--- src/hw/rtl/dcz_pkg.sv ---
`timescale 1ns / 1ps
// ----------------------------------------------------------------------------
// dcz_pkg: shared types and constants of the depth correspondence z-buffer
// Holds the command codes, register indexes, arithmetic widths and the
// command and status groups between the controller and the datapath.
// ----------------------------------------------------------------------------
package dcz_pkg;

    localparam int DEF_MAX_WIDTH  = 640;
    localparam int DEF_MAX_HEIGHT = 480;

    // Width of frame dimensions and quotients; covers the largest frame side.
    localparam int DIM_W   = 12;
    localparam int QW      = 12;
    localparam int COEF_N  = 12;
    localparam int ZW      = 64;
    localparam int NW      = 66;
    localparam int MAP_W   = 20;
    localparam int CNT_W   = 19;
    localparam logic [CNT_W-1:0] COUNT_MAX = 19'h7FFFF;

    localparam logic [2:0] CMD_LOAD_COEF = 3'd0;
    localparam logic [2:0] CMD_LOAD_REF  = 3'd1;
    localparam logic [2:0] CMD_CLEAR     = 3'd2;
    localparam logic [2:0] CMD_PROCESS   = 3'd3;
    localparam logic [2:0] CMD_READ      = 3'd4;

    localparam logic [1:0] REG_DIFF   = 2'd0;
    localparam logic [1:0] REG_WIDTH  = 2'd1;
    localparam logic [1:0] REG_HEIGHT = 2'd2;

    localparam logic [15:0] DIFF_RESET   = 16'd70;
    localparam logic [9:0]  WIDTH_RESET  = 10'd640;
    localparam logic [8:0]  HEIGHT_RESET = 9'd480;

    typedef struct packed {
        logic cap;
        logic coef_wr;
        logic ref_wr;
        logic clr_start;
        logic clr_step;
        logic st_mul;
        logic st_sum;
        logic st_z;
        logic div_start;
        logic div_v;
        logic cell_rd;
        logic fin_plain;
        logic commit;
        logic fin_read;
    } ctl_cmd_t;

    typedef struct packed {
        logic [2:0] op;
        logic       pre_ok;
        logic       z_ok;
        logic       div_done;
        logic       bnd_ok;
        logic       clr_last;
    } ctl_sts_t;

endpackage

--- src/hw/rtl/dcz_ctrl.sv ---
`timescale 1ns / 1ps
// ----------------------------------------------------------------------------
// dcz_ctrl: command sequencer
// Steps each command through the datapath and runs the map clearing passes.
// ----------------------------------------------------------------------------
module dcz_ctrl (
    input  logic              clk,
    input  logic              rst_n,
    input  logic              start,
    output logic              busy,
    output dcz_pkg::ctl_cmd_t ctl,
    input  dcz_pkg::ctl_sts_t sts
);

    localparam logic [3:0] S_CLR_RST = 4'd0;
    localparam logic [3:0] S_IDLE    = 4'd1;
    localparam logic [3:0] S_EXEC    = 4'd2;
    localparam logic [3:0] S_CLR     = 4'd3;
    localparam logic [3:0] S_MUL     = 4'd4;
    localparam logic [3:0] S_SUM     = 4'd5;
    localparam logic [3:0] S_Z       = 4'd6;
    localparam logic [3:0] S_CHKZ    = 4'd7;
    localparam logic [3:0] S_DIVU    = 4'd8;
    localparam logic [3:0] S_DIVV    = 4'd9;
    localparam logic [3:0] S_BND     = 4'd10;
    localparam logic [3:0] S_EVAL    = 4'd11;
    localparam logic [3:0] S_RDC     = 4'd12;

    logic [3:0] state_reg;
    logic [3:0] state_next;

    always_ff @(posedge clk or negedge rst_n)
    begin
        if (!rst_n)
        begin
            state_reg <= S_CLR_RST;
        end
        else
        begin
            state_reg <= state_next;
        end
    end

    always_comb
    begin
        ctl        = '0;
        state_next = state_reg;
        unique case (state_reg)
            S_CLR_RST:
            begin
                ctl.clr_step = 1'b1;
                if (sts.clr_last)
                begin
                    state_next = S_IDLE;
                end
            end
            S_IDLE:
            begin
                if (start)
                begin
                    ctl.cap    = 1'b1;
                    state_next = S_EXEC;
                end
            end
            S_EXEC:
            begin
                state_next = S_IDLE;
                unique case (sts.op)
                    dcz_pkg::CMD_LOAD_COEF:
                    begin
                        ctl.coef_wr   = 1'b1;
                        ctl.fin_plain = 1'b1;
                    end
                    dcz_pkg::CMD_LOAD_REF:
                    begin
                        ctl.ref_wr    = 1'b1;
                        ctl.fin_plain = 1'b1;
                    end
                    dcz_pkg::CMD_CLEAR:
                    begin
                        ctl.clr_start = 1'b1;
                        state_next    = S_CLR;
                    end
                    dcz_pkg::CMD_PROCESS:
                    begin
                        if (sts.pre_ok)
                        begin
                            state_next = S_MUL;
                        end
                        else
                        begin
                            ctl.fin_plain = 1'b1;
                        end
                    end
                    dcz_pkg::CMD_READ:
                    begin
                        ctl.cell_rd = 1'b1;
                        state_next  = S_RDC;
                    end
                    default:
                    begin
                        ctl.fin_plain = 1'b1;
                    end
                endcase
            end
            S_CLR:
            begin
                ctl.clr_step = 1'b1;
                if (sts.clr_last)
                begin
                    ctl.fin_plain = 1'b1;
                    state_next    = S_IDLE;
                end
            end
            S_MUL:
            begin
                ctl.st_mul = 1'b1;
                state_next = S_SUM;
            end
            S_SUM:
            begin
                ctl.st_sum = 1'b1;
                state_next = S_Z;
            end
            S_Z:
            begin
                ctl.st_z   = 1'b1;
                state_next = S_CHKZ;
            end
            S_CHKZ:
            begin
                if (sts.z_ok)
                begin
                    ctl.div_start = 1'b1;
                    state_next    = S_DIVU;
                end
                else
                begin
                    ctl.fin_plain = 1'b1;
                    state_next    = S_IDLE;
                end
            end
            S_DIVU:
            begin
                if (sts.div_done)
                begin
                    ctl.div_start = 1'b1;
                    ctl.div_v     = 1'b1;
                    state_next    = S_DIVV;
                end
            end
            S_DIVV:
            begin
                if (sts.div_done)
                begin
                    state_next = S_BND;
                end
            end
            S_BND:
            begin
                if (sts.bnd_ok)
                begin
                    state_next = S_EVAL;
                end
                else
                begin
                    ctl.fin_plain = 1'b1;
                    state_next    = S_IDLE;
                end
            end
            S_EVAL:
            begin
                ctl.commit = 1'b1;
                state_next = S_IDLE;
            end
            S_RDC:
            begin
                ctl.fin_read = 1'b1;
                state_next   = S_IDLE;
            end
            default:
            begin
                state_next = S_IDLE;
            end
        endcase
    end

    assign busy = (state_reg != S_IDLE);

endmodule

--- config.mk ---
export PLATFORM = sky130hd
export DESIGN_NAME = dcz_ctrl
export DESIGN_NICKNAME = d
export VERILOG_FILES = /design/src/hw/rtl/dcz_pkg.sv /design/src/hw/rtl/dcz_ctrl.sv
export SDC_FILE = /design/constraint.sdc
export NUM_CORES = 1
export LEC_CHECK = 0
export BUFFER_PORTS_ARGS = -buffer_cell sky130_fd_sc_hd__buf_2
export CAP_MARGIN = 25
export CORE_AREA = 3 3 40 42
export DETAILED_ROUTE_END_ITERATION = 16
export DIE_AREA = 0 0 43 45
export PLACE_DENSITY = 0.73
export SLEW_MARGIN = 20
export SYNTH_ARGS = -nofsm -noshare
export SYNTH_HDL_FRONTEND = slang
export SYNTH_SLANG_ARGS = --single-unit
--- constraint.sdc ---
create_clock -name clk -period 3.42 [get_ports clk]
set_input_delay 0.342 -clock clk [delete_from_list [all_inputs] [get_ports clk]]
set_output_delay 0.342 -clock clk [all_outputs]
set_load 0.01 [all_outputs]
# Word level (Yosys, flattened, before mapping)

Cells that the tools add are included.

Equal/unequal tests: 21
Muxes and demuxes: 33
Reductions and logical operators: 5

Operator list:

| cell                                                   | number |
|---|---|
| one-hot mux 4 bit (10 select lines)                    | 1 |
| two-way mux 4 bit                                      | 6 |
| == test 4 bit (second input constant)                  | 5 |
| two-way mux 1 bit                                      | 19 |
| == test 4 x 3 -> 1 bit (second input constant)         | 4 |
| one-hot mux 4 bit (3 select lines)                     | 1 |
| == test 4 x 2 -> 1 bit (second input constant)         | 2 |
| == test 3 x 2 -> 1 bit (second input constant)         | 2 |
| two-way mux 3 bit                                      | 2 |
| inequality test 2 bit (second input constant)          | 3 |
| == test 4 x 1 -> 1 bit (second input constant)         | 1 |
| zero test 4 bit                                        | 1 |
| inequality test 4 x 1 -> 1 bit (second input constant) | 1 |
| one-hot mux 1 bit (2 select lines)                     | 2 |
| one-hot mux 1 bit (4 select lines)                     | 1 |
| AND reduction 4 bit                                    | 1 |
| OR reduction 2 bit                                     | 2 |
| == test 3 x 1 -> 1 bit (second input constant)         | 1 |
| == test 3 bit (second input constant)                  | 1 |
| zero test 3 bit                                        | 1 |
| two-way mux 2 bit                                      | 1 |
| inequality test 2 x 1 -> 1 bit (second input constant) | 1 |

Flip-flop bits (word level): 4
Input port bits: 11
Output and inout port bits: 15

# Logic depth before layout (Yosys ltp)

Gate-level depths: netlist of run 1.

Depth after elaboration: 4
Mapped depth: 5

# Worst setup path before layout of run 1

OpenSTA, ideal clock, no wires.

Path kind: register -> output
Start point: reg state_reg[2]
End point: out ctl[11] in the netlist's numbering
Arrival: 1.210 ns
Required time: 3.078 ns
Setup slack: 1.868 ns
Stages on the path, launching flop included: 4
Buffers on the path: 0
Cells stage by stage: dfrtp_1 > nor4b_2 > nand2b_1 > nor3b_1

RTL lines:

| what                   | line           | source |
|---|---|---|
| start, declared        | dcz_ctrl.sv:29 | `logic [3:0] state_reg;` |
| start signal, assigned | dcz_ctrl.sv:40 | `state_reg <= state_next;` |
| end, declared          | dcz_ctrl.sv:11 | `output dcz_pkg::ctl_cmd_t ctl,` |

==> metrics.cfg, run 1 <==
[route]
totalWireLength_um=1290
dr_wl_met3_um=130
highest_layer=met3
drt_iter0_drc=10
postRouteAntennaNets=0
vias=564
dr_wl_met2_um=570
drcViolationCount=0
wirelength_met1_um=586
wl_per_cell_um=12.2
first_pass_iters=3
vias_per_cell=5.32

[power_and_ir_drop]
finalPower_mw=0.504
vdd_drop_max_mv=0.371
swShare=0.488
internal_power_mw=0.258
pwr-share-comb=0.612
seq_power_share=0.268
clockPowerShare=0.120
power_density_mw_per_mm2=786
p_leak_nw=0.325
p_sw_mw=0.246

[synthesis]
synth_fa_ha_area_frac=0
synthArstFlopShare=1.00
syn_inst=66
syn_area_per_cell_um2=7.51
ys.flop_type=dfrtp_1
synth-seq-cells=4
synth_compound_area_frac=0.192
synth_edf_count=0
syn-num-nets=77
yosys_warnings=0
ys_seq_area_frac=0.202
synth_area_um2=495
synthXorXnorAreaFrac=0
synthMuxAreaShare=0.0303
ys_types=30
synth_top_family_by_area=simple AND/OR/NAND/NOR gates
synth-simple-area-share=0.497

[clocking]
cts_setup_buffers=0
cts_num_sinks=4
cts_tree=done
insertion_delay_ns=0.24
h-tree-depth=1
post_cts_resized=0
path_clk_slew_ns=0.03
numCtsBuffers=3
root_buffer=clkbuf_4
clockBufferDepth=2

[worst_setup_path]
cp.required_ns=3.08
crit_path_start_kind=flip-flop
path_cells=nor4b_2 > nand2b_1 > nor3b_1 > buf_2
slowest_delay_ns=0.49
crit_type=reg -> out
cp-end-kind=output port
arrival_ns=1.64
cp_slowest_cell=dfrtp_1
cp_max_fo=12

[die]
rows=13
io_pins=26
fp.dieW_um=43
start_util=0.386
fp.dieArea_mm2=0.00194
core_mm2=0.00128
die_y_um=45

[timing]
setup_viol=0
grt_setup_unrepaired=false
min_period_ns=1.99
worstMarginPinSlew_ns=0.384
drv_slew=0
post-route-period-util=0.581
setup_tns_ns=0
max_freq_mhz=503
skew_ns=0.00832
relSlewSlack=0.744
hold_viol=0

[cells_and_area]
antenna_cells=0
final_nets=104
finalCoreUtilization=0.499
drive_gt1_frac=0.385
fin_area_um2=641
multiInputGateArea_um2=357
fill_cells=146
seqCellArea_um2=100
synthToLayoutAreaGrowth_pct=29.3
largest_reg_flops=4
final_cells=106

[run_status]
status=completed

[placement]
place_inst=102
dp_hpwl_um=1030
io_buffers=25
gp_congestion=0.774
dpl_cell_area_um2=608

[global_routing]
grt_pass1_wl_um=2120
track_usage=0.144
grt_overflow=0
antenna_found_initial=0
grt_max_degree=14
first_global_vias=499

[run]
maxCapViolCount=0

[hold_path]
hold_path.class=in -> reg

worst max-delay path: cells and delay by family, from the launching register on:
| kind | cells | cell delay, ns |
|---|---|---|
| simple gates | 3 | 0.76 |
| buf+inv | 1 | 0.15 |
| flops | 1 | 0.49 |
final cells by class:
class / count / area share
inverters: 2 / 0.0117
repair buffers: 26 / 0.211
multi-input cells: 56 / 0.557
flip-flops and latches: 4 / 0.156
well taps: 15 / 0.0293
clock buffers: 3 / 0.0352
power by group through the flow:
stage	logic [mW]	registers (mW)	clock network, mW
5_1_grt	0.342	0.146	0.0678
3_3_place_gp	0.307	0.131	0
4_1_cts	0.311	0.135	0.0628
3_5_place_dp	0.308	0.136	0
6_report	0.308	0.135	0.0606
2_1_floorplan	0.291	0.0870	0
layer usage:
metal,vias up,GRT usage
li1,285,-
met1,254,0.189
met2,25,0.225
met3,0,0.0677
met4,0,0.0181
met5,-,0
stage by stage:
| stage | setup WS (ns) | hold slack (ns) |
|---|---|---|
| CTS | 1.42 | 0.404 |
| floorplan | 1.87 | 0.0464 |
| global route | 1.27 | 0.406 |
| global placement | 1.73 | 0.150 |
| detailed placement | 1.69 | 0.153 |
| finish | 1.43 | 0.407 |
synth_stat cells (2+ instances only):
master	count	area share
nand2_1	7	0.053
nor2b_1	5	0.063
nor3_1	4	0.040
inv_1	2	0.015
a21oi_1	2	0.020
nand3_1	2	0.020
buf_4	2	0.030
o21ai_0	2	0.020
nand3b_1	2	0.030
nor2_1	4	0.030
nor3b_1	2	0.030
and2_1	4	0.050
dfrtp_1	4	0.20
nand2b_1	4	0.050
nor2_2	2	0.025
o21ai_2	3	0.053
and3_1	2	0.025
worst paths after layout:
path	cells past startpoint	end	slack [ns]	from
min reg2reg	1	state_reg[2]	0.72	state_reg[3]
max reg2reg	4	state_reg[0]	1.88	state_reg[0]
min	2	state_reg[3]	0.41	sts[3]
max in group asynchronous	2	state_reg[2]	2.86	rst_n
max	4	ctl[11]	1.43	state_reg[2]
min in group asynchronous	2	state_reg[0]	0.43	rst_n
cells in the final DEF (no fill, tap or decap), drive strengths merged, types with 3 or more instances in the layout:
| cell type | instances |
|---|---|
| nand2b | 4 |
| o21ai | 6 |
| and2 | 4 |
| nor2 | 6 |
| dfrtp | 4 |
| nor2b | 5 |
| clkbuf | 3 |
| nor3 | 4 |
| nand2 | 7 |
| buf | 25 |
kinds of logic after synthesis:
family          Yosys count
compound gates           13
flops                     4
buf+inv                   6
mux                       1
simple gates             42
repair_timing:
action | in CTS | in global routing
endpoints found under the setup margin | 0 | 0
endpoints found under the hold margin | 4 | 0
hold buffers | 1 | 0
Power figures use the tool's default switching activity.
==> inputs of run 2 (changes only) <==
Clock period 3.42 ns to 1.9 ns, I/O delays scaled along.
==> run 2 against run 1 <==
Net effect: via count increased by 1.8%; non-clock buffer count increased by 1; register-to-register slack got worse by 1.6 ns; cell count increased by 0.94%; core utilization increased by 1.5 points; first-iteration DRC count decreased by 50%; global-route usage increased by 0.17 points; worst setup slack got worse by 1.3 ns; count of clock-buffer cells in the layout unchanged.
==> metrics.cfg, run 2 (same netlist as run 1, synthesis figures left out) <==
[run_status]
status=completed

[placement]
gp_congestion=0.764  ; -1.4%
io_buffers=25  ; unchanged
dp_slack_ns=0.300  ; -1.39 ns
dp_hpwl_um=1090  ; +5.2%

[clocking]
h-tree-depth=1  ; unchanged
insertion_delay_ns=0.23  ; about the same
numCtsBuffers=3  ; unchanged
path_clk_slew_ns=0.04  ; about the same
root_buffer=clkbuf_4
clockBufferDepth=2  ; unchanged
cts_tree=done
cts_num_sinks=4  ; unchanged

[hold_path]
min_to=state_reg[3]
hold_path.class=in -> reg
whs_path_depth=2  ; unchanged
hold_path.startpoint=sts[3]

[cells_and_area]
multiInputGateArea_um2=365  ; +2.5%
drive_gt1_frac=0.413  ; +0.0284
final_cell_mix=buf_2 (25), nand2_1 (7), nor2b_1 (5)
final_common_cell=buf_2
synthToLayoutAreaGrowth_pct=33.1
final_nets=105  ; +0.96%
largest_reg_flops=4  ; unchanged
fill_cells=142  ; -2.7%
seqCellArea_um2=103  ; +2.5%
antenna_cells=0  ; unchanged

[route]
drcViolationCount=0  ; unchanged
postRouteAntennaNets=0  ; unchanged
vias_per_cell=5.36  ; +0.82%
totalWireLength_um=1350  ; +5.0%
first_pass_iters=4  ; +1
vias=574  ; +1.8%
wl_per_cell_um=12.6  ; +4.0%
drt_iter0_drc=5  ; -5

[timing]
relSlewSlack=0.723  ; -0.0209
post-route-period-util=0.916
postLayoutSetupSlackWorst_ns=0.159  ; -1.27 ns
skew_ns=0.000673  ; -0.00765 ns
max_freq_mhz=574
setup_tns_ns=0  ; unchanged
hold_viol=0  ; unchanged
grt_setup_unrepaired=false
min_period_ns=1.74
drv_slew=0  ; unchanged
worstMarginPinSlew_ns=0.416  ; +0.0313 ns
setup_viol=0  ; unchanged

[die]
fp.dieArea_mm2=0.00194  ; unchanged
fp.dieW_um=43  ; unchanged
start_util=0.386  ; unchanged
rows=13  ; unchanged
io_pins=26  ; unchanged
core_mm2=0.00128  ; unchanged
die_y_um=45  ; unchanged

[worst_setup_path]
rrSetupSlack_ns=0.31  ; -1.57 ns
r2r_cells=4  ; unchanged
crit_type=reg -> out
cp_max_fo=13  ; +1
cp.required_ns=1.71  ; -1.37 ns
r2r_start=state_reg[0]
cp_slowest_cell=dfrtp_1
r2r-end=state_reg[0]
slowest_delay_ns=0.58  ; +0.09 ns
path_common_cell=and2_1
crit_path_start_kind=flip-flop
arrival_ns=1.55  ; -0.09 ns
cp-end-kind=output port
path_cells=and2_1 > and2_1 > a21o_1 > buf_2

[global_routing]
grt_pass1_wl_um=2170  ; +2.3%
antenna_found_initial=0  ; unchanged
track_usage=0.146  ; +0.00167
first_global_vias=528  ; +5.8%
grt_overflow=0  ; unchanged
grt_max_degree=14  ; unchanged

[power_and_ir_drop]
power_density_mw_per_mm2=1450  ; +84%
p_leak_nw=0.331  ; +1.7%
finalPower_mw=0.955  ; +90%
vdd_drop_max_mv=0.569  ; +53%

[run]
maxCapViolCount=0  ; unchanged

-- run 2: layout make-up --
cell class	count	area share
multi-input combinational	56	0.554
sequential	4	0.156
timing repair buffer	27	0.216
inverter	2	0.0114
clock buffer	3	0.0342
tap	15	0.0285
-- run 2: worst max path at each step --
stage	start	slack (ns)	end	depth (start not counted)
after CTS	state_reg[2]	0.04	ctl[11]	4
after global routing	state_reg[0]	0.03	ctl[11]	4
after global placement	state_reg[2]	0.36	ctl[11]	4
after floorplan	state_reg[2]	0.50	ctl[11]	3
final	state_reg[0]	0.16	ctl[5]	4
after detailed placement	state_reg[2]	0.30	ctl[11]	4
-- run 2: worst max-delay path: cells and delay by family (launching register included) --
kind,cells,cell delay [ns]
buffers and inverters,1,0.12
DFF,1,0.58
AOI/OAI and AO/OA,1,0.11
and+or+nand+nor,2,0.50
-- run 2: what timing repair did --
action                                  in CTS  in global routing
endpoints found under the setup margin       0                  3
gates resized for setup                      0                  3
hold endpoints to repair                     4                  0
hold buffers                                 1                  0
buffers inserted                             0                  0
-- run 2: metrics by stage --
step                      instances   util  hold WS (ns)  cell area (µm²)
after floorplan                  66      -        -0.106              495
after global placement          103  0.479      -0.00375              616
after detailed placement        103  0.479       0.00179              616
after CTS                       107  0.504         0.240              648
after global routing            107  0.513         0.273              659
final                           107  0.513         0.242              659
-- run 2: power by group --
| group | total [mW] | leakage (nW) | internal, mW | switching [mW] |
|---|---|---|---|---|
| sequential | 0.242 | 0.0472 | 0.129 | 0.114 |
| combinational | 0.606 | 0.270 | 0.292 | 0.314 |
| clock | 0.107 | 0.0138 | 0.0707 | 0.0358 |
| total | 0.955 | 0.331 | 0.491 | 0.464 |
-- run 2: per-layer routing --
metal  track usage  share of wire  vias to the layer above
met5             0              0                        -
met4        0.0843              0                        0
met3        0.0199          0.088                        0
met2         0.243           0.47                       26
met1         0.182           0.44                      260
li1              -              -                      288
==> inputs of run 3 (changes only) <==
Settings changed: ABC_AREA from default to 1, CORE_AREA 3 3 40 42 to default, CORE_MARGIN from default to 3, CORE_UTILIZATION from default to 40, DIE_AREA 0 0 43 45 to default, PLACE_DENSITY 0.73 to 0.78.
Clock period 1.9 ns to 1.5 ns, I/O delays scaled along.
==> run 3 against run 2 <==
Net effect: via count rose by 21%; clock power rose by 22%; synthesized cell count rose by 38%; worst hold slack got worse by 0.015 ns; clock skew rose by 0.0049 ns; flip-flop and latch count did not move; non-clock buffer count rose by 3; cell count rose by 28%; total power rose by 60%; register-to-register slack got worse by 0.06 ns; largest power group unchanged.
==> metrics.cfg, run 3 <==
[cells_and_area]
final_nets=136  ; +30%
largest_reg_flops=4  ; unchanged
synthToLayoutAreaGrowth_pct=44.4
final_common_cell=buf_2
drive_gt1_frac=0.545  ; +0.132
multiInputGateArea_um2=412  ; +13%
finalCoreUtilization=0.662  ; +0.149
final_cell_mix=buf_2 (25), nand2_1 (19), nor2_1 (14)
fill_cells=109  ; -23%
seqCellArea_um2=105  ; +2.4%
antenna_cells=0  ; unchanged

[die]
die_y_um=42.9  ; -4.7%
io_pins=26  ; unchanged
fp.dieArea_mm2=0.00184  ; -5.0%
core_mm2=0.00119  ; -7.7%
start_util=0.459  ; +0.0733
rows=12  ; -1
fp.dieW_um=42.9  ; -0.27%

[run_status]
status=completed

[clocking]
h-tree-depth=1  ; unchanged
cts_tree=done
root_buffer=clkbuf_4
clockBufferDepth=2  ; unchanged
insertion_delay_ns=0.23  ; about the same
cts_num_sinks=4  ; unchanged
numCtsBuffers=3  ; unchanged
path_clk_slew_ns=0.03  ; about the same

[synthesis]
ys_types=20  ; -33%
syn_area_per_cell_um2=5.98  ; -20%
ys_seq_area_frac=0.184  ; -0.0181
synth-seq-cells=4  ; unchanged
synthArstFlopShare=1.00  ; unchanged
synth_edf_count=0  ; unchanged
synth_top_area_cell=dfrtp_1
synth_top_area_share=0.184  ; -0.0181
yosys_warnings=0  ; unchanged
synth_area_um2=544  ; +9.8%
synth_common_cells=nand2_1 (20), nor2_1 (16), inv_2 (8)
synthTopCellsByArea=dfrtp_1 (18%), nand2_1 (14%), nor2_1 (11%)
post-synth-top-count-cell=nand2_1
syn-num-nets=102  ; +32%
syn_inst=91  ; +38%
ys.flop_type=dfrtp_1

[worst_setup_path]
path_cells=nor2_4 > nand3_2 > nor4_2 > buf_2
cp_top_family=simple AND/OR/NAND/NOR gates
cp-end-kind=output port
path_buf_inv=1  ; unchanged
cp_max_fo=4  ; -9
arrival_ns=1.29  ; -0.26 ns
crit_type=reg -> out
crit_path_start_kind=flip-flop
slowest_delay_ns=0.44  ; -0.14 ns
cp_slowest_cell=dfrtp_2
cp.required_ns=1.35  ; -0.36 ns

[global_routing]
grt_overflow=0  ; unchanged
track_usage=0.175  ; +0.0291
first_global_vias=658  ; +25%
antenna_found_initial=0  ; unchanged
grt_pass1_wl_um=2530  ; +17%
grt_max_degree=9  ; -5

[hold_path]
hold_path.class=in -> reg

[timing]
setup_tns_ns=0  ; unchanged
postLayoutSetupSlackWorst_ns=0.0590  ; -0.100 ns
hold_viol=0  ; unchanged
relSlewSlack=0.873  ; +0.150
post-route-period-util=0.961
grt_setup_unrepaired=true
max_freq_mhz=694
drv_slew=0  ; unchanged
skew_ns=0.00561  ; +0.00494 ns
worstMarginPinSlew_ns=0.191  ; -0.225 ns
setup_viol=0  ; unchanged
min_period_ns=1.44

[placement]
io_buffers=25  ; unchanged
gp_congestion=0.862  ; +13%
dp_slack_ns=0.186  ; -0.114 ns
dp_hpwl_um=1240  ; +14%

[run]
maxCapViolCount=0  ; unchanged

[power_and_ir_drop]
vdd_drop_max_mv=1.04  ; +83%
p_leak_nw=0.444  ; +34%
power_density_mw_per_mm2=1940  ; +34%

[route]
postRouteAntennaNets=0  ; unchanged
totalWireLength_um=1570  ; +16%
drcViolationCount=0  ; unchanged
vias=696  ; +21%
first_pass_iters=4  ; unchanged
vias_per_cell=5.08  ; -5.3%
wl_per_cell_um=11.4  ; -9.4%
drt_iter0_drc=19  ; +14

-- run 3: cell type report --
| class | count | area share |
|---|---|---|
| inverters | 16 | 0.0812 |
| flip-flops and latches | 4 | 0.134 |
| well taps | 14 | 0.0223 |
| multi-input cells | 70 | 0.524 |
| clock buffers | 3 | 0.0287 |
| repair buffers | 30 | 0.210 |
-- run 3: path summary, 6_finish.rpt --
| check | start | endpoint | slack (ns) | depth (start not counted) |
|---|---|---|---|---|
| setup / recovery | state_reg[2] | ctl[12] | 0.06 | 4 |
| max in group asynchronous | rst_n | state_reg[2] | 1.11 | 2 |
| hold reg to reg | state_reg[3] | state_reg[2] | 0.73 | 3 |
| hold / removal | sts[3] | state_reg[3] | 0.23 | 3 |
| min in group asynchronous | rst_n | state_reg[1] | 0.26 | 2 |
| setup reg to reg | state_reg[1] | state_reg[0] | 0.25 | 7 |
-- run 3: stage by stage --
stage	cell area (µm²)	hold WS (ns)	std cells	power (mW)
final	786	0.227	137	1.52
after global routing	786	0.248	137	1.68
after CTS	726	0.234	134	1.40
after detailed placement	676	-0.0437	129	1.21
after global placement	676	-0.0437	129	1.20
after floorplan	544	-0.146	91	0.991
-- run 3: power breakdown --
part / internal (mW) / total [mW] / switching [mW]
Combinational: 0.432 / 1.11 / 0.677
Clock: 0.0893 / 0.131 / 0.0416
Sequential: 0.168 / 0.283 / 0.115
-- run 3: timing repair --
| action | 4_1_cts | 5_1_grt |
|---|---|---|
| gates resized for setup | 4 | 10 |
| hold buffers | 1 | 0 |
| pin swaps | 0 | 3 |
| setup buffers | 1 | 3 |
| hold endpoints to repair | 4 | 0 |
| endpoints found under the setup margin | 4 | 9 |
| cloned | 0 | 0 |
-- run 3: per-layer routing --
metal  up-vias  share of wire  GRT usage
met5         -              0          0
met4         0         0.0051     0.0373
met3         2          0.098     0.0678
met2        38           0.48      0.290
met1       306           0.41      0.211
li1        350              -          -
-- run 3: logic make-up (layout without fill, tap and decap cells) --
logic type | count (synthesis) | after routing | synth area share
simple gates | 65 | 65 | 0.637
buf+inv | 17 | 49 | 0.133
compound gates | 5 | 5 | 0.0460
flops | 4 | 4 | 0.184
-- run 3: worst register-to-register path: stages, from the launching register on --
cell      delay (ns)
dfrtp_2         0.46
nand2_2         0.13
clkinv_2        0.11
nor2_4          0.13
nor3_2          0.05
nor2_1          0.15
nand2_1         0.08
nand2_1         0.07
